==> config.mk <==
export PLATFORM = sky130hd
export DESIGN_NAME = gsp_convert
export DESIGN_NICKNAME = d
export VERILOG_FILES = /design/src/gsp_pkg.sv /design/src/gsp_convert.sv
export SDC_FILE = /design/constraint.sdc
export NUM_CORES = 2
export LEC_CHECK = 0
export BUFFER_PORTS_ARGS = -buffer_cell sky130_fd_sc_hd__buf_4
export CAP_MARGIN = 20
export CORE_MARGIN = 2
export CORE_UTILIZATION = 55
export CTS_CLUSTER_DIAMETER = 150
export DETAILED_ROUTE_END_ITERATION = 16
export PLACE_DENSITY = 0.71
export SETUP_SLACK_MARGIN = 0.4
export SLEW_MARGIN = 20
export SYNTH_ARGS = -nofsm -noshare
export SYNTH_HDL_FRONTEND = slang
export SYNTH_SLANG_ARGS = --single-unit
==> constraint.sdc <==
create_clock -name clk -period 11.3 [get_ports clk]
set_clock_uncertainty 0.1 [all_clocks]
set_input_delay 1.695 -clock clk [delete_from_list [all_inputs] [get_ports clk]]
set_output_delay 1.695 -clock clk [all_outputs]
set_load 0.01 [all_outputs]
==> src/gsp_pkg.sv <==
// Shared types, codes and constant tables of the GNSS sentence parser.
// No dependencies; every other file of the block imports this package.
package gsp_pkg;

  localparam logic [7:0] CH_DOLLAR = 8'h24;
  localparam logic [7:0] CH_COMMA  = 8'h2C;
  localparam logic [7:0] CH_DOT    = 8'h2E;
  localparam logic [7:0] CH_MINUS  = 8'h2D;
  localparam logic [7:0] CH_PLUS   = 8'h2B;
  localparam logic [7:0] CH_ZERO   = 8'h30;
  localparam logic [7:0] CH_NINE   = 8'h39;
  localparam logic [7:0] CH_CR     = 8'h0D;
  localparam logic [7:0] CH_LF     = 8'h0A;
  localparam logic [7:0] CH_A      = 8'h41;
  localparam logic [7:0] CH_S      = 8'h53;
  localparam logic [7:0] CH_W      = 8'h57;

  // Sentence heads, index 0 is $GPGGA, 1 $GNGGA, 2 $GPRMC, 3 $GNRMC.
  localparam logic [3:0][47:0] PREFIX_TEXT = {"$GNRMC", "$GPRMC", "$GNGGA", "$GPGGA"};

  localparam logic [1:0] TYPE_GGA  = 2'd0;
  localparam logic [1:0] TYPE_RMC  = 2'd1;
  localparam logic [1:0] TYPE_NONE = 2'd2;

  localparam logic [1:0] ST_OK      = 2'd0;
  localparam logic [1:0] ST_INVALID = 2'd1;
  localparam logic [1:0] ST_UNKNOWN = 2'd2;

  localparam logic [2:0] SLOT_LAT    = 3'd0;
  localparam logic [2:0] SLOT_LON    = 3'd1;
  localparam logic [2:0] SLOT_FIXQ   = 3'd2;
  localparam logic [2:0] SLOT_SATS   = 3'd3;
  localparam logic [2:0] SLOT_ALT    = 3'd4;
  localparam logic [2:0] SLOT_SPEED  = 3'd5;
  localparam logic [2:0] SLOT_COURSE = 3'd6;

  localparam int NUM_SLOTS = 7;

  localparam logic [31:0] LIMIT_ALT    = 32'd100000000;
  localparam logic [31:0] LIMIT_SPEED  = 32'd1000000000;
  localparam logic [31:0] LIMIT_COURSE = 32'd1000000;
  localparam logic [31:0] COORD_MAX    = 32'd2147483647;

  typedef enum logic [2:0] {
    KIND_COORD,
    KIND_COUNT,
    KIND_ALT,
    KIND_SPEED,
    KIND_COURSE
  } kind_t;

  // Pending-store operations that a byte causes, applied in this order:
  // clear, set flags, field write, commit, clear.
  typedef struct packed {
    logic       pre_clr;
    logic       set_lat_neg;
    logic       set_lon_neg;
    logic       set_active;
    logic       commit;
    logic [1:0] ctype;
    logic       post_clr;
  } ctl_t;

  typedef struct packed {
    logic        wr;
    logic [2:0]  slot;
    kind_t       kind;
    logic [31:0] n_int;
    logic [19:0] n_frac;
    logic        n_neg;
    logic        short_coord;
  } field_t;

  typedef struct packed {
    logic   valid;
    ctl_t   ctl;
    field_t fld;
  } pkt_t;

  function automatic logic [31:0] pow10(input logic [2:0] k);
    logic [31:0] r;
    unique case (k)
      3'd0: r = 32'd1;
      3'd1: r = 32'd10;
      3'd2: r = 32'd100;
      3'd3: r = 32'd1000;
      3'd4: r = 32'd10000;
      3'd5: r = 32'd100000;
      3'd6: r = 32'd1000000;
      3'd7: r = 32'd10000000;
      default: r = 32'd1;
    endcase
    return r;
  endfunction

endpackage

==> src/gsp_convert.sv <==
// Six-stage pipeline that turns a finished field into its fixed-point value.
// Depends on gsp_pkg; divisions by constants use reciprocal multiply plus fixup.
module gsp_convert
  import gsp_pkg::*;
#(
  parameter int FRACTION_DIGITS = 5
) (
  input  logic        clk,
  input  logic        rst,
  input  logic        en,
  input  pkt_t        pkt_in,
  output pkt_t        pkt_out,
  output logic [31:0] value
);

  localparam logic [63:0] TWO32    = 64'd1 << 32;
  localparam logic [31:0] DEN      = pow10(3'(FRACTION_DIGITS));
  localparam logic [31:0] HALF_DEN = DEN / 2;
  localparam logic [63:0] M_DEN    = TWO32 / 64'(DEN);
  localparam logic [63:0] M_100    = TWO32 / 64'd100;
  localparam logic [63:0] M_15     = TWO32 / 64'd15;
  localparam logic [31:0] FR_SCALE = pow10(3'(7 - FRACTION_DIGITS));

  // stage 1
  pkt_t        p1;
  logic [25:0] q100a1;
  logic [31:0] z1;
  logic [42:0] nm1;
  // stage 2
  pkt_t        p2;
  logic [25:0] deg2;
  logic [6:0]  rem2;
  logic [31:0] z2;
  logic [11:0] zqa2;
  logic [42:0] nm2;
  // stage 3
  pkt_t        p3;
  logic [11:0] zq3;
  logic [29:0] x3;
  logic [49:0] degm3;
  logic [42:0] nm3;
  // stage 4
  pkt_t        p4;
  logic [29:0] sc4;
  logic [27:0] y4;
  logic [23:0] yqa4;
  logic [49:0] degm4;
  // stage 5
  pkt_t        p5;
  logic [29:0] sc5;
  logic [23:0] yq5;
  logic [49:0] degm5;

  logic [63:0] q100_prod, zq_prod, yq_prod;
  logic [10:0] mult;
  logic [31:0] r100, zr, deg_rem;
  logic [27:0] yr;
  logic [43:0] sc_full, limit;
  logic [49:0] mag;
  logic [30:0] mag_sat;
  logic [31:0] value_next;

  always_comb begin
    mult      = (pkt_in.fld.kind == KIND_SPEED) ? 11'd1852 : 11'd100;
    q100_prod = 64'(pkt_in.fld.n_int) * M_100;
    r100      = p1.fld.n_int - 32'(q100a1) * 32'd100;
    zq_prod   = 64'(z1) * M_DEN;
    zr        = z2 - 32'(zqa2) * DEN;
    deg_rem   = 32'(rem2) * 32'd10000000 + 32'(p2.fld.n_frac) * FR_SCALE + 32'd30;
    sc_full   = 44'(nm3) + 44'(zq3);
    unique case (p3.fld.kind)
      KIND_SPEED:  limit = 44'(LIMIT_SPEED);
      KIND_COURSE: limit = 44'(LIMIT_COURSE);
      default:     limit = 44'(LIMIT_ALT);
    endcase
    yq_prod   = 64'(x3[29:2]) * M_15;
    yr        = y4 - 28'(yqa4) * 28'd15;
    mag       = degm5 + 50'(yq5);
    mag_sat   = (mag > 50'(COORD_MAX)) ? COORD_MAX[30:0] : mag[30:0];
    unique case (p5.fld.kind)
      KIND_COORD:
        value_next = p5.fld.short_coord ? 32'd0 :
                     (p5.fld.n_neg ? 32'd0 - 32'(mag_sat) : 32'(mag_sat));
      KIND_COUNT:
        value_next = p5.fld.n_neg ? 32'd0 :
                     ((p5.fld.n_int > 32'd255) ? 32'd255 : p5.fld.n_int);
      KIND_ALT:
        value_next = p5.fld.n_neg ? 32'd0 - 32'(sc5) : 32'(sc5);
      KIND_SPEED, KIND_COURSE:
        value_next = p5.fld.n_neg ? 32'd0 : 32'(sc5);
      default:
        value_next = 32'd0;
    endcase
  end

  always_ff @(posedge clk) begin
    if (rst) begin
      p1.valid <= 1'b0; p2.valid <= 1'b0; p3.valid <= 1'b0;
      p4.valid <= 1'b0; p5.valid <= 1'b0; pkt_out.valid <= 1'b0;
    end else if (en) begin
      p1.valid <= pkt_in.valid; p2.valid <= p1.valid; p3.valid <= p2.valid;
      p4.valid <= p3.valid; p5.valid <= p4.valid; pkt_out.valid <= p5.valid;
    end
  end

  always_ff @(posedge clk) begin
    if (en) begin
      p1.ctl <= pkt_in.ctl; p1.fld <= pkt_in.fld;
      q100a1 <= q100_prod[57:32];
      z1     <= 32'(pkt_in.fld.n_frac) * 32'(mult) + HALF_DEN;
      nm1    <= 43'(pkt_in.fld.n_int) * 43'(mult);

      p2.ctl <= p1.ctl; p2.fld <= p1.fld;
      deg2   <= (r100 >= 32'd100) ? q100a1 + 26'd1 : q100a1;
      rem2   <= (r100 >= 32'd100) ? 7'(r100 - 32'd100) : 7'(r100);
      z2     <= z1;
      zqa2   <= zq_prod[43:32];
      nm2    <= nm1;

      p3.ctl <= p2.ctl; p3.fld <= p2.fld;
      zq3    <= (zr >= DEN) ? zqa2 + 12'd1 : zqa2;
      x3     <= deg_rem[29:0];
      degm3  <= 50'(deg2) * 50'd10000000;
      nm3    <= nm2;

      p4.ctl <= p3.ctl; p4.fld <= p3.fld;
      sc4    <= (sc_full > limit) ? limit[29:0] : sc_full[29:0];
      y4     <= x3[29:2];
      yqa4   <= yq_prod[55:32];
      degm4  <= degm3;

      p5.ctl <= p4.ctl; p5.fld <= p4.fld;
      sc5    <= sc4;
      yq5    <= (yr >= 28'd15) ? yqa4 + 24'd1 : yqa4;
      degm5  <= degm4;

      pkt_out.ctl <= p5.ctl; pkt_out.fld <= p5.fld;
      value       <= value_next;
    end
  end

endmodule

Word-level counts from Yosys, hierarchy flattened. Cells that the tools add are included.

Muxes and demuxes: 15. $add $sub $neg: 14. Shift-type cells: 0. Bitwise operators: 0. Order comparisons: 6. Reductions and logical operators: 2. Equal/unequal tests: 7. Div/mod/pow operators: 0. Multiply operators: 11.

Operator list (number): 32-bit 2-to-1 mux (5); 32-bit case mux with 4 select lines (1); 30-bit 2-to-1 mux (2); 30-bit case mux with 2 select lines (1); 28-bit by 29-bit multiplier with 56-bit output (second input constant) (1); 32-bit by 23-bit multiplier with 55-bit output (second input constant) (1); 50-bit by 24-bit adder with 50-bit output (1); 50-bit by 31-bit greater-than comparator with 1-bit output (second input constant) (1); 43-bit by 12-bit adder with 44-bit output (1); 44-bit greater-than comparator (1); 32-bit by 16-bit multiplier with 44-bit output (second input constant) (1); 26-bit by 17-bit multiplier with 43-bit output (second input constant) (1); 32-bit by 11-bit multiplier with 43-bit output (1); 31-bit by 16-bit adder with 32-bit output (second input constant) (1); 32-bit by 17-bit >= comparator with 1-bit output (second input constant) (1); 32-bit by 7-bit >= comparator with 1-bit output (second input constant) (1); 32-bit by 8-bit greater-than comparator with 1-bit output (second input constant) (1); 1-bit by 31-bit subtractor with 32-bit output (first input constant) (1); 32-bit by 29-bit subtractor with 32-bit output (1); 32-bit subtractor (1); 20-bit by 11-bit multiplier with 31-bit output (1); 31-bit 2-to-1 mux (1); 1-bit by 30-bit subtractor with 31-bit output (first input constant) (1); 30-bit by 27-bit adder with 30-bit output (1); other kinds (22) (26).

Memory bits (writable): 0. Bits in latches: 0. Bits in read-only memories: 0. Memories: 0. Flip-flop bits (word level): 1023. Bits of input ports: 73. Output and inout bits: 102.

Longest topological paths before layout.
Word-level depth: 7. Mapped depth: 34. Depth with buffers taken out: 33.

Least setup slack after synthesis. No wires, ideal clock.

Path kind: in2reg. Start point: input pkt_in[30] (netlist name). End point: register q100a1[22], data pin. Path slack: 2.685 ns. Data arrival time: 8.253 ns. Cell stages on the path: 25. Cells stage by stage: fa_1 > ha_1 > inv_1 > fa_1 > inv_1 > fa_1 > inv_1 > fa_1 > inv_1 > fa_1 > fa_1 > ha_1 > nand4_1 > or3_1 > or3_1 > o22a_1 > a31oi_1 > o21ai_0 > a2111oi_0 > nor2_1 > o21ai_1 > o41a_1 > nand3_1 > a21oi_1 > xor2_1.

Cells in the longest elaborated chain, start to end: 1.

Ends and longest elaborated chain: start, declared (RTL line gsp_convert.sv:11) `input pkt_t pkt_in,`; 32-bit by 23-bit multiplier with 55-bit output (RTL line gsp_convert.sv:65) `q100_prod = 64'(pkt_in.fld.n_int) * M_100;`; net q100_prod[54] (RTL line gsp_convert.sv:54) `logic [63:0] q100_prod, zq_prod, yq_prod;`; end signal, assigned (RTL line gsp_convert.sv:109) `q100a1 <= q100_prod[57:32];`; end, declared (RTL line gsp_convert.sv:26) `logic [25:0] q100a1;`.

The timed path passes the listed nets, and every way through them passes these cells. A chain may end at the register's enable or synchronous reset.

Final worst setup path.
Start point: input pkt_in[32] (netlist name). End point: register q100a1[23], data pin.

The elaborated chain is that of the path after synthesis.

==> out/results.ini <==
[timing]
slew_headroom=0.301
tightest_slew_ns=1.05
whs_ns=0.302
fin_crit_ns=9.40
rsz0062_at_grt=false
finalSetupTns_ns=0
clock.fmax_ghz=0.106
setup_viol=0
finalHoldViolCount=0
slew_viol_final=0
post-route-period-util=0.832

[run_status]
status=completed

[cts]
cts_tree=done
cts_post_setup_buffers_inserted=0
hold_buffers=0
cts.sinks=1002
cts_buffer_depth=3
clk_pin_slew_ns=0.07
cts_made_buffers=105
cts_root_buf=clkbuf_16
clock_latency_ns=0.75
cts_resized=0
cts_max_level=3

[critical_path]
rr_worst_depth=30
critPathMaxStageDelay_ns=0.82
reg2reg_slack_ns=2.50
cp_slowest_cell=a2111oi_0
r2r-end=deg2[5]
crit_top_cell=fa_1
criticalPathCategory=in -> reg
crit_fanout=13
critPathRequiredTime_ns=11.77
critPathTopFamily=adder cells
path_buf_inv=3
worstPathCellList=buf_4, fa_1, ha_1, fa_1, fa_1, inv_1, fa_1, inv_1, fa_1, fa_1, ha_1, nand4_1, or3_1, or3_1, o22a_1, a31oi_1, o21ai_0, a2111oi_0, nor2_1, o21ai_1, o41a_1, nand3_1, mux2i_1, a221oi_1
cp.arrival_ns=9.87
crit_path_end_kind=flip-flop
startpoint=pkt_in[32]
worst_setup_path_start_kind=input pin
rr_startpoint=q100a1[0]

[synth]
synthTopCellsByArea=edfxtp_1 (31%), fa_1 (23%), ha_1 (20%), inv_1 (6.5%), xnor2_1 (2.7%)
synth_compound_area_frac=0.0779
synth-warning-count=0
muxShareOfSynthArea=0.00568
synth_top_area_share=0.310
syn_area_per_cell_um2=11.6
synth_adder_area_share=0.434
synth_xor_area_frac=0.0375
synthFlopType=edfxtp_1
synth-seq-cells=1002
post-synth-top-count-cell=inv_1
synthArstFlopShare=0
synthCells=8284
netlist_area_mm2=0.0965
synth_simple_gate_area_frac=0.0655
synth_top_family_by_area=adder cells
synthTopCellsByCount=inv_1 (1671), ha_1 (1573), fa_1 (1108)
synth_top_area_cell=edfxtp_1
yosysSeqAreaShare=0.311
synth_edf_count=996
synth.distinct_cells=94

[grt]
grt_first_pass_wirelength_um=342000
grt_pass1_vias=63500
grtUsageTotal=0.242
grt_overflow=0
grt_max_degree=181
grt_antenna_before_repair=4

[finish]
drive_above_1_share=0.0508
syn_to_final_growth_pct=7.98
fin_nets=11300

[drt]
ant_nets=0
drtIter0Drc=4292
drc=0
dr.pass1.iters=5
drt_wl_total_um=211000
wl_per_cell_um=19.3
vias=60200
vias_per_cell=5.51

[min_path]
hold_path_depth=0
hold_start=sc4[3]
holdCritPathClass=reg -> reg
whs_endpoint=sc5[3]

[die]
pin_count=175
row_count=153
core_area_mm2=0.174
die_x_um=423
start_util=0.555
die_area_mm2=0.179
die_y_um=423

[run]
drv_cap=0

[placed_design]
dp_hpwl_um=173000
gp_congestion=0.918
numPortBuffers=174

worst max path at each step:
stage | slack [ns] | to | cells past startpoint
2_1_floorplan | 2.69 | q100a1[22] | 25
4_1_cts | 1.99 | q100a1[23] | 24
3_3_place_gp | 1.32 | q100a1[24] | 24
6_report | 1.90 | q100a1[23] | 24
5_1_grt | 1.57 | q100a1[23] | 24
3_5_place_dp | 1.17 | q100a1[23] | 24
stage by stage:
stage	cells	util	area [um2]	worst slack, ns
after floorplan	8286	-	96500	2.69
after global placement	10700	0.578	101000	1.32
after detailed placement	10700	0.578	101000	1.17
after CTS	10900	0.599	104000	1.99
after global routing	10900	0.599	104000	1.57
final	10900	0.599	104000	1.90
registers in the layout, summed over array words and instances (netlist names), 26 cells and up:
| signal | count |
|---|---|
| deg2 | 26 |
| degm3 | 43 |
| degm4 | 43 |
| degm5 | 43 |
| nm1 | 40 |
| nm2 | 40 |
| nm3 | 40 |
| p1 | 70 |
| p2 | 70 |
| p3 | 70 |
| p4 | 70 |
| p5 | 70 |
| pkt_out | 70 |
| q100a1 | 26 |
| sc4 | 30 |
| sc5 | 30 |
| value | 32 |
| x3 | 28 |
| y4 | 28 |
| z1 | 29 |
| z2 | 27 |
cell families (layout without fill, tap and decap cells):
kind of cell / count (synthesis) / in the layout
other: 2 / 5
flip-flops: 1002 / 1002
multiplexers: 52 / 52
XOR/XNOR: 413 / 413
AND/OR/NAND/NOR: 1240 / 1240
AO/OA/AOI/OAI: 1153 / 1153
adder cells (fa/ha/maj): 2681 / 2681
buffers and inverters: 1741 / 2062
layout by cell type, fill, tap and decap left out, types with 19 or more instances in the layout:
cell type,Yosys,final
clkbuf_16,0,106
mux2_2,22,22
o21a_1,62,62
a21o_1,128,128
and2_1,75,75
xor2_1,120,120
clkinv_1,0,22
o22ai_1,28,28
a21oi_1,325,325
edfxtp_1,996,996
a31oi_1,35,35
nand4_1,67,67
or2_2,26,26
nor4_1,19,19
o211ai_1,30,30
a21boi_0,22,22
buf_4,2,190
o31ai_1,20,20
nor2_1,322,321
or3_1,35,35
nand3_1,110,110
xnor2_1,293,293
inv_1,1671,1671
o21bai_1,47,47
a211oi_1,30,30
o21ai_0,223,223
nor3_1,107,106
ha_1,1573,1573
and3_1,56,56
nand2b_1,45,45
mux2i_1,30,30
nand2_1,229,229
nor2b_1,57,57
fa_1,1108,1108
layout make-up:
type                            instances  area [um2]
Timing Repair Buffer                  195        1520
Inverter                             1671        6270
Fill cell                           13900       69800
Tap cell                             2325        2910
Antenna cell                            1        2.50
Multi-Input combinational cell       5543       59900
Sequential cell                      1002       30000
Clock inverter                         76         861
Clock buffer                          120        2710
metal layers:
layer | vias up | wire (um) | GRT usage
met2 | 1395 | 98100 | 0.393
met4 | 0 | 5560 | 0.0661
li1 | 28700 | - | -
met5 | - | 0 | 0
met1 | 29900 | 97100 | 0.345
met3 | 270 | 9970 | 0.0287
Power is left out: the tool's default activity adds up to more than one toggle a clock period on the data nets, which glitch-free logic cannot reach.
