`config.mk`:
```
export PLATFORM = sky130hd
export DESIGN_NAME = gsp_parser
export DESIGN_NICKNAME = d
export VERILOG_FILES = /design/src/gsp_pkg.sv /design/src/gsp_parser.sv
export SDC_FILE = /design/constraint.sdc
export NUM_CORES = 1
export LEC_CHECK = 0
export BUFFER_PORTS_ARGS = -buffer_cell sky130_fd_sc_hd__buf_4
export CORE_MARGIN = 2
export CORE_UTILIZATION = 25
export CTS_CLUSTER_DIAMETER = 150
export DETAILED_ROUTE_END_ITERATION = 8
export PLACE_DENSITY_LB_ADDON = 0.3
export SYNTH_ARGS = -nofsm -noshare
export SYNTH_HDL_FRONTEND = slang
export SYNTH_SLANG_ARGS = --single-unit
```
`constraint.sdc`:
```
create_clock -name clk -period 22.8 [get_ports clk]
set_input_delay 4.56 -clock clk [delete_from_list [all_inputs] [get_ports clk]]
set_output_delay 4.56 -clock clk [all_outputs]
set_load 0.03 [all_outputs]
```
`src/gsp_pkg.sv`:
```
// Shared types, codes and constant tables of the GNSS sentence parser.
// No dependencies; every other file of the block imports this package.
package gsp_pkg;

  localparam logic [7:0] CH_DOLLAR = 8'h24;
  localparam logic [7:0] CH_COMMA  = 8'h2C;
  localparam logic [7:0] CH_DOT    = 8'h2E;
  localparam logic [7:0] CH_MINUS  = 8'h2D;
  localparam logic [7:0] CH_PLUS   = 8'h2B;
  localparam logic [7:0] CH_ZERO   = 8'h30;
  localparam logic [7:0] CH_NINE   = 8'h39;
  localparam logic [7:0] CH_CR     = 8'h0D;
  localparam logic [7:0] CH_LF     = 8'h0A;
  localparam logic [7:0] CH_A      = 8'h41;
  localparam logic [7:0] CH_S      = 8'h53;
  localparam logic [7:0] CH_W      = 8'h57;

  // Sentence heads, index 0 is $GPGGA, 1 $GNGGA, 2 $GPRMC, 3 $GNRMC.
  localparam logic [3:0][47:0] PREFIX_TEXT = {"$GNRMC", "$GPRMC", "$GNGGA", "$GPGGA"};

  localparam logic [1:0] TYPE_GGA  = 2'd0;
  localparam logic [1:0] TYPE_RMC  = 2'd1;
  localparam logic [1:0] TYPE_NONE = 2'd2;

  localparam logic [1:0] ST_OK      = 2'd0;
  localparam logic [1:0] ST_INVALID = 2'd1;
  localparam logic [1:0] ST_UNKNOWN = 2'd2;

  localparam logic [2:0] SLOT_LAT    = 3'd0;
  localparam logic [2:0] SLOT_LON    = 3'd1;
  localparam logic [2:0] SLOT_FIXQ   = 3'd2;
  localparam logic [2:0] SLOT_SATS   = 3'd3;
  localparam logic [2:0] SLOT_ALT    = 3'd4;
  localparam logic [2:0] SLOT_SPEED  = 3'd5;
  localparam logic [2:0] SLOT_COURSE = 3'd6;

  localparam int NUM_SLOTS = 7;

  localparam logic [31:0] LIMIT_ALT    = 32'd100000000;
  localparam logic [31:0] LIMIT_SPEED  = 32'd1000000000;
  localparam logic [31:0] LIMIT_COURSE = 32'd1000000;
  localparam logic [31:0] COORD_MAX    = 32'd2147483647;

  typedef enum logic [2:0] {
    KIND_COORD,
    KIND_COUNT,
    KIND_ALT,
    KIND_SPEED,
    KIND_COURSE
  } kind_t;

  // Pending-store operations that a byte causes, applied in this order:
  // clear, set flags, field write, commit, clear.
  typedef struct packed {
    logic       pre_clr;
    logic       set_lat_neg;
    logic       set_lon_neg;
    logic       set_active;
    logic       commit;
    logic [1:0] ctype;
    logic       post_clr;
  } ctl_t;

  typedef struct packed {
    logic        wr;
    logic [2:0]  slot;
    kind_t       kind;
    logic [31:0] n_int;
    logic [19:0] n_frac;
    logic        n_neg;
    logic        short_coord;
  } field_t;

  typedef struct packed {
    logic   valid;
    ctl_t   ctl;
    field_t fld;
  } pkt_t;

  function automatic logic [31:0] pow10(input logic [2:0] k);
    logic [31:0] r;
    unique case (k)
      3'd0: r = 32'd1;
      3'd1: r = 32'd10;
      3'd2: r = 32'd100;
      3'd3: r = 32'd1000;
      3'd4: r = 32'd10000;
      3'd5: r = 32'd100000;
      3'd6: r = 32'd1000000;
      3'd7: r = 32'd10000000;
      default: r = 32'd1;
    endcase
    return r;
  endfunction

endpackage

```
`src/gsp_parser.sv`:
```
// Byte scanner: line count, prefix match, field split and number accumulate.
// Depends on gsp_pkg; emits one registered pkt_t per accepted byte.
module gsp_parser
  import gsp_pkg::*;
#(
  parameter int LINE_BYTES      = 128,
  parameter int FRACTION_DIGITS = 5
) (
  input  logic       clk,
  input  logic       rst,
  input  logic       en,
  input  logic       take,
  input  logic [7:0] rx_byte,
  output pkt_t       pkt
);

  localparam int LCW = $clog2(LINE_BYTES);
  localparam logic [LCW-1:0] LC_LAST = LCW'(LINE_BYTES - 1);
  localparam logic [LCW-1:0] LC_SIX  = LCW'(6);
  localparam logic [2:0] FULL_PHASE = 3'(FRACTION_DIGITS + 1);
  localparam logic [2:0] FD_TOP     = 3'(FRACTION_DIGITS);

  logic [LCW-1:0] line_count, line_count_next;
  logic [3:0]     prefix_live, prefix_live_next;
  logic [4:0]     field_number, field_number_next;
  logic [4:0]     field_chars, field_chars_next;
  logic [31:0]    number_integer, number_integer_next;
  logic [19:0]    number_fraction, number_fraction_next;
  logic [2:0]     fraction_digits, fraction_digits_next;
  logic           number_negative, number_negative_next;
  pkt_t           pkt_next;

  always_comb begin
    logic        line_end, in_range, taking, gga, rmc, coord, digit, neg_dir, do_end;
    logic [3:0]  d;
    logic [35:0] acc;
    lc_init: begin end
    line_count_next      = line_count;
    prefix_live_next     = prefix_live;
    field_number_next    = field_number;
    field_chars_next     = field_chars;
    number_integer_next  = number_integer;
    number_fraction_next = number_fraction;
    fraction_digits_next = fraction_digits;
    number_negative_next = number_negative;
    pkt_next             = '0;
    pkt_next.valid       = take;
    line_end = (rx_byte == CH_CR) || (rx_byte == CH_LF);
    digit    = (rx_byte >= CH_ZERO) && (rx_byte <= CH_NINE);
    d        = 4'(rx_byte - CH_ZERO);
    neg_dir  = (rx_byte == CH_S) || (rx_byte == CH_W);
    acc      = 36'(number_integer) * 36'd10 + 36'(d);

    if (rx_byte == CH_DOLLAR) begin
      line_count_next      = '0;
      prefix_live_next     = 4'hF;
      field_number_next    = '0;
      field_chars_next     = '0;
      number_integer_next  = '0;
      number_fraction_next = '0;
      fraction_digits_next = '0;
      number_negative_next = 1'b0;
      pkt_next.ctl.pre_clr = 1'b1;
    end

    in_range = line_count_next < LC_LAST;
    if (in_range) begin
      if (line_count_next < LC_SIX) begin
        for (int i = 0; i < 4; i++) begin
          if (PREFIX_TEXT[i][(5 - int'(line_count_next[2:0])) * 8 +: 8] != rx_byte)
            prefix_live_next[i] = 1'b0;
        end
      end
      line_count_next = line_count_next + LCW'(1);
    end
    taking = in_range && !line_end;
    gga    = prefix_live_next[1:0] != 2'b00;
    rmc    = !gga && (prefix_live_next[3:2] != 2'b00);
    coord  = (gga && (field_number_next == 5'd2 || field_number_next == 5'd4)) ||
             (rmc && (field_number_next == 5'd3 || field_number_next == 5'd5));

    if (taking && rx_byte != CH_COMMA) begin
      if (field_chars_next == 5'd0) begin
        pkt_next.ctl.set_lat_neg = neg_dir &&
          ((gga && field_number_next == 5'd3) || (rmc && field_number_next == 5'd4));
        pkt_next.ctl.set_lon_neg = neg_dir &&
          ((gga && field_number_next == 5'd5) || (rmc && field_number_next == 5'd6));
        pkt_next.ctl.set_active = rmc && field_number_next == 5'd2 && rx_byte == CH_A;
      end
      if (!coord || field_chars_next < 5'd15) begin
        if (fraction_digits_next == 3'd0) begin
          if (digit) begin
            number_integer_next = (acc > 36'hFFFFFFFF) ? 32'hFFFFFFFF : acc[31:0];
          end else if (rx_byte == CH_DOT) begin
            fraction_digits_next = 3'd1;
          end else if ((rx_byte == CH_MINUS || rx_byte == CH_PLUS) &&
                       field_chars_next == 5'd0) begin
            number_negative_next = rx_byte == CH_MINUS;
          end else begin
            fraction_digits_next = FULL_PHASE;
          end
        end else if (fraction_digits_next < FULL_PHASE) begin
          if (digit) begin
            // Weight of this digit: 10^(FRACTION_DIGITS - position).
            number_fraction_next = number_fraction_next +
              20'(32'(d) * pow10(FD_TOP - fraction_digits_next));
            fraction_digits_next = fraction_digits_next + 3'd1;
          end else begin
            fraction_digits_next = FULL_PHASE;
          end
        end
      end
      if (field_chars_next < 5'd31) field_chars_next = field_chars_next + 5'd1;
    end

    do_end = (taking && rx_byte == CH_COMMA) || (line_end && line_count_next > LC_SIX);
    if (do_end) begin
      pkt_next.fld.n_int       = number_integer_next;
      pkt_next.fld.n_frac      = number_fraction_next;
      pkt_next.fld.n_neg       = number_negative_next;
      pkt_next.fld.short_coord = field_chars_next < 5'd4;
      pkt_next.fld.kind        = KIND_COORD;
      pkt_next.fld.slot        = SLOT_LAT;
      if (gga) begin
        priority case (field_number_next)
          5'd2: begin pkt_next.fld.wr = 1'b1; pkt_next.fld.slot = SLOT_LAT; end
          5'd4: begin pkt_next.fld.wr = 1'b1; pkt_next.fld.slot = SLOT_LON; end
          5'd6: begin
            pkt_next.fld.wr = 1'b1; pkt_next.fld.slot = SLOT_FIXQ;
            pkt_next.fld.kind = KIND_COUNT;
          end
          5'd7: begin
            pkt_next.fld.wr = 1'b1; pkt_next.fld.slot = SLOT_SATS;
            pkt_next.fld.kind = KIND_COUNT;
          end
          5'd9: begin
            pkt_next.fld.wr = 1'b1; pkt_next.fld.slot = SLOT_ALT;
            pkt_next.fld.kind = KIND_ALT;
          end
          default: pkt_next.fld.wr = 1'b0;
        endcase
      end else if (rmc) begin
        priority case (field_number_next)
          5'd3: begin pkt_next.fld.wr = 1'b1; pkt_next.fld.slot = SLOT_LAT; end
          5'd5: begin pkt_next.fld.wr = 1'b1; pkt_next.fld.slot = SLOT_LON; end
          5'd7: begin
            pkt_next.fld.wr = 1'b1; pkt_next.fld.slot = SLOT_SPEED;
            pkt_next.fld.kind = KIND_SPEED;
          end
          5'd8: begin
            pkt_next.fld.wr = 1'b1; pkt_next.fld.slot = SLOT_COURSE;
            pkt_next.fld.kind = KIND_COURSE;
          end
          default: pkt_next.fld.wr = 1'b0;
        endcase
      end
      if (field_number_next < 5'd31) field_number_next = field_number_next + 5'd1;
      field_chars_next     = '0;
      number_integer_next  = '0;
      number_fraction_next = '0;
      fraction_digits_next = '0;
      number_negative_next = 1'b0;
    end

    if (line_end) begin
      if (line_count_next > LC_SIX) begin
        pkt_next.ctl.commit = 1'b1;
        pkt_next.ctl.ctype  = gga ? TYPE_GGA : (rmc ? TYPE_RMC : TYPE_NONE);
      end
      pkt_next.ctl.post_clr = 1'b1;
      line_count_next       = '0;
      prefix_live_next      = 4'hF;
      field_number_next     = '0;
      field_chars_next      = '0;
      number_integer_next   = '0;
      number_fraction_next  = '0;
      fraction_digits_next  = '0;
      number_negative_next  = 1'b0;
    end
  end

  always_ff @(posedge clk) begin
    if (rst) begin
      line_count      <= '0;
      prefix_live     <= 4'hF;
      field_number    <= '0;
      field_chars     <= '0;
      number_integer  <= '0;
      number_fraction <= '0;
      fraction_digits <= '0;
      number_negative <= 1'b0;
      pkt             <= '0;
    end else if (en) begin
      pkt <= pkt_next;
      if (take) begin
        line_count      <= line_count_next;
        prefix_live     <= prefix_live_next;
        field_number    <= field_number_next;
        field_chars     <= field_chars_next;
        number_integer  <= number_integer_next;
        number_fraction <= number_fraction_next;
        fraction_digits <= fraction_digits_next;
        number_negative <= number_negative_next;
      end
    end
  end

endmodule

```
* Yosys cells after proc, flatten, opt, wreduce, memory -nomap -nowiden
Memory sizes are Yosys's and may differ from the RTL's.
Cells that the tools add are included.
W data, S select, Z words.
** Word-level totals
- Register bits :: 147
- Bits in read-only memories :: 168
- Input port bits :: 12
- Output and inout port bits :: 70
- Word-level logic and storage cells :: 188
- Memories :: 1
** Memory list
- (name not given) :: depth 8, bits a word 21, read ports 1, clocked after memory_dff 0, wr ports 0, RTL line gsp_pkg.sv:82 : unique case (k)
** Operators by class
- Add/subtract/negate cells :: 9
- $mul :: 2
- Magnitude comparators :: 11
- Equal/unequal tests :: 23
- Shift operators :: 4
- Muxes and demuxes :: 77
- Reduce and logical (&&, ||, !) cells :: 38
** Operators with widths (count)
- $mux W32 :: 13
- $shiftx A48 B7 Y8 const A :: 4
- $mux W20 :: 8
- $mux W61 :: 1
- $mux W5 :: 9
- $mux W3 :: 14
- $eq A8 B6 Y1 const B :: 5
- $add A36 B4 Y36 :: 1
- $gt A36 B32 Y1 const B :: 1
- $mul A32 B3 Y35 const B :: 1
- $mux W7 :: 5
- $mul A4 B32 Y20 :: 1
- $ne A8 B8 Y1 :: 4
- $eq A8 B7 Y1 const B :: 3
- $add A20 B20 Y20 :: 1
- $eq A5 B3 Y1 const B :: 4
- $mux W4 :: 5
- $logic_and A1 B1 Y1 :: 17
- $eq A8 B4 Y1 const B :: 2
- $mux W1 :: 16
- $pmux W3 S4 :: 1
- $add A5 B1 Y5 const B :: 2
- $eq A5 B2 Y1 const B :: 2
- $eq A5 B4 Y1 const B :: 2
- other kinds (28) :: 42

* Logic depth before layout (Yosys ltp)
- Depth in word-level cells :: 26
- Gate-level depth with buffers :: 29
- Mapped depth without buffers :: 24

* Least setup slack after synthesis
OpenSTA, ideal clock, no wires.
- Kind :: input port to flip-flop
- Start :: input port rx_byte[0]
- End :: register number_fraction[19]
- Library setup time :: 70 ps
- Arrival :: 10731 ps
- Data required time :: 22730 ps
- Slack :: 11998 ps
- Stages :: 28
- Buffers on the path :: 6
- Cells stage by stage :: buf_4 -> and3b_1 -> buf_4 -> nand3_1 -> clkbuf_1 -> clkbuf_1 -> nand2_1 -> inv_1 -> ha_1 -> clkbuf_1 -> clkbuf_1 -> nand2_1 -> a21boi_0 -> fa_1 -> fa_1 -> inv_1 -> fa_1 -> inv_1 -> ha_1 -> or3_1 -> o22ai_1 -> o2111a_1 -> nor3_1 -> a2111oi_0 -> o21bai_1 -> xnor2_1 -> mux2_2 -> a21oi_1
** On the way
- Cells in the longest elaborated chain, start to end :: 19
- Elaborated cells on any way between the ends :: 76
- Classes of those cells :: 5 x add/sub; 1 x mul; 7 x order compare; 13 x eq/ne; 4 x shift; 25 x mux; 20 x reduce/logical; 1 x memory
** RTL lines
- start, declared :: RTL line gsp_parser.sv:13 : input logic [7:0] rx_byte,
- parallel branches: the longest is 18 deep, another holds $mul A4 B32 Y20
- $mux W20 * :: RTL line gsp_parser.sv:165 : if (line_end) begin
- end signal, assigned :: RTL line gsp_parser.sv:201 : number_fraction <= number_fraction_next;
- end, declared :: RTL line gsp_parser.sv:28 : logic [19:0] number_fraction, number_fraction_next;
Every way passes the cells marked *. The select of a mux whose other input is x is not followed.
A chain may end at the register's enable or synchronous reset.

* Worst setup path after layout
Same ends and word-level chain as after synthesis.

==> summary.md <==
| Metric | Value |
|---|---|
| Status | finished, final reports clean |
| Ys async rst share | 0 |
| Core area | 52550 um^2 |
| Sw Share | 0.3197 |
| Post-Synthesis Cells | 1710 |
| Max-slew violations | 0 |
| Pin count of the biggest net entering global routing | 76 |
| # hold bufs at CTS | 0 |
| Gpl congestion | 0.8793 |
| Final setup TNS | 0 ps |
| CTS H-tree depth | 4 |
| Min-delay worst type | reg -> reg |
| GRT Residual Overflow | 0 |
| Final period utilization | 0.5162 |
| Routed Antenna Nets | 0 |
| Combinational share of power | 0.226 |
| Max IR drop VDD | 0.03153 mV |
| Final hold slack | 444.9 ps |
| Ys flop type | dfxtp_1 |
| Antenna diode count | 0 |
| Vias in the first global route | 12310 |
| Post-synth EDFFs | 0 |
| WP data arrival | ~12000 ps |
| Post-synthesis mux area share | 0.01497 |
| Ports | 82 |
| P_sw | 0.0002257 W |
| Resized cells post-CTS | 0 |
| Min cycle time layout | around 12000 ps |
| 1st-iter DRT viols | slightly below 900 |
| Slew headroom | 0.2897 |
| Root Buffer | clkbuf_16 |
| GRT Util Overall | 0.1571 |
| Pint | 0.0004803 W |
| Avg Vias per Cell | 5.169 |
| Post-Syn Area | 13290 um^2 |
| Fin cells | 2426 |
| Yosys reg bits | 147 |
| Max-cap violations | 0 |
| Post-Place Cells | 2396 |
| Layout cell share with drive strength beyond 1 | 0.1001 |
| YS warnings | 0 |
| Initial antenna violation count | 0 |
| Die width | roughly 230 um |
| Worst setup SP type | input pin |
| Post-synthesis sequential area ratio | 0.2215 |
| Synth Net Count | approximately 1900 |
| Via count | around 13000 |
| WS Path Type | in -> reg |
| Layout Skew | 17.49 ps |
| Die ar. | 55010 um^2 |
| Synth Area in Simple Gates | 0.2337 |
| Unique masters post-synth | 96 |
| CTS sink count | 147 |
| Global-route wire length before repair | 68.34 mm |
| Nets | 1893 |
| DRC violations left | 0 |
| Clk_lat worst skew | 460 ps |
| Avg Cell Area, Syn | 7.771 um^2 |
| Initial core utilization | 0.2529 |
| Post-DP HPWL | 32.15 mm |
| Seq pwr share | 0.371 |
| Main combinational cell family by area after synthesis | compound AO/OA/AOI/OAI gates |
| Rows | 84 |
| RSZ-0062 raised after global routing | false |
| Longest Clk Path Bufs | 2 |
| Final setup vio count | 0 |
| CTS tree | built |
| Clk pwr share | 0.404 |
| Fraction of the mapped netlist area in compound gates | 0.2526 |
| Synth-to-Final Area Change | 12.98% |
| 1st-pass router iterations | 7 |
| Hold Vio Cnt, Final | 0 |
| PwrDens | 47.03 nW/um^2 |
| DRT Wirelength | roughly 43 mm |
| Endpoint type of the worst setup path | register |
| CTS Buf Count | 17 |
| F_max | 84.97 MHz |
| WP data required | 23170 ps |
| Adder-cell area share of the yosys netlist | 0.1721 |
| WL/cell | 17.65 um |
| Crit Path Max Fanout | 75 |
| Measured slew at the worst slew-check pin | approximately 1100 ps |
| Die Y | between 200 and 250 um |
| Post-Synth XOR/XNOR Area | 0.04416 |
| Utilization after layout | 0.2857 |
| Post-synth top area cell | dfxtp_1 |
| Synth top area share | 0.2215 |
| Clock transition at path regs | 70 ps |
| Port Buffers | 81 |
| Largest cells by area after synthesis | dfxtp_1 22%, ha_1 10%, fa_1 7.2%, nand2_1 5.4%, a21oi_1 5.3% |
| Leak | 6.322 nW |
| Post-CTS Repair Setup Buffers | 0 |
-- worst paths after layout --
kind | from | to | slack [ps] | cells past startpoint
hold / removal | number_fraction[13]$_SDFFE_PP0P_ | number_fraction[13]$_SDFFE_PP0P_ | 440 | 2
setup reg to reg | fraction_digits[1]$_SDFFE_PP0P_ | number_fraction[19]$_SDFFE_PP0P_ | 16240 | 20
hold reg to reg | number_fraction[13]$_SDFFE_PP0P_ | number_fraction[13]$_SDFFE_PP0P_ | 440 | 2
setup / recovery | rx_byte[0] | number_fraction[19]$_SDFFE_PP0P_ | 11030 | 24
-- power groups by stage --
stage	clock network (W)	registers (W)	logic [W]
floorplan	0	0.000266	0.000122
CTS	0.000294	0.000262	0.000161
global placement	0	0.000267	0.000158
global route	0.000305	0.000262	0.000181
finish	0.000285	0.000262	0.000159
detailed placement	0	0.000267	0.000159
-- area by class of cell --
type	count	area [um^2]
inverter	101	379.1
timing repair buffer	93	698.2
tap	688	860.8
clock buffer	17	425.4
sequential	147	2943
clock inverter	13	148.9
fill	5683	37540
multi-input combinational	1367	9558
-- kinds of logic (layout without fill, tap and decap cells) --
kind of cell | after synthesis | count (layout)
AOI/OAI and AO/OA | 509 | 509
xor gates and xnor gates | 67 | 67
and+or+nand+nor | 618 | 618
adders and majority gates | 154 | 154
DFF | 147 | 147
muxes | 19 | 19
buffers and inverters | 196 | 224
-- worst max-delay path, cell delays in order --
cell	delay (ps)
buf_4	260
and3b_1	310
nand3_2	100
buf_4	660
nand2_1	290
inv_1	240
ha_1	820
nand2_1	320
a21boi_0	350
fa_1	480
fa_1	540
inv_1	60
fa_1	540
inv_1	40
ha_1	240
or3_1	370
o22ai_1	280
o2111a_1	260
nor3_1	80
a2111oi_0	500
o21bai_1	160
xnor2_1	180
mux2_2	350
a21oi_1	120
-- per-layer routing --
layer | part of all wire | track usage
met5 | 0 | 0
met4 | 0.012 | 0.03892
met3 | 0.037 | 0.01902
met2 | 0.48 | 0.2678
met1 | 0.47 | 0.2098
-- registers in the layout (all words and copies together), names as in the netlist, 3 cells and up --
signal,count
pkt,70
number_integer,32
number_fraction,20
line_count,7
field_chars,5
field_number,5
prefix_live,4
fraction_digits,3
-- Yosys cell counts (13+ instances only) --
cell type,count
a21o_1,29
nand4_1,27
a21boi_0,14
a22oi_1,15
ha_1,106
nor3_1,38
xor2_1,22
and2_1,32
o21ai_1,19
nor4_1,15
dfxtp_1,147
mux2i_1,15
nor2_1,132
xnor2_1,45
nand2b_1,35
fa_1,48
a21oi_1,142
o211ai_1,13
nand2_1,191
inv_1,100
o21ai_0,113
a211oi_1,15
a22o_1,17
and3_1,25
clkbuf_1,64
buf_2,13
nand3_1,43
-- placed cells by master (no fill, tap or decap), drive strengths merged, types with 45 or more instances in the layout --
cell type	n
ha	106
nand2	192
xnor2	45
buf	93
dfxtp	147
nor2	132
inv	106
a21oi	146
fa	48
o21ai	133
-- stage by stage --
| step | power (W) | worst slack [ps] | instance area, um^2 |
|---|---|---|---|
| floorplan | 0.0003880 | 12000 | 13290 |
| detailed placement | 0.0004267 | 10570 | 14440 |
| global route | 0.0007481 | 10390 | 15010 |
| CTS | 0.0007168 | 11000 | 15010 |
| finish | 0.0007060 | 11030 | 15010 |
| global placement | 0.0004259 | 10700 | 14440 |
Note: power is estimated with default switching activity, not from simulation.
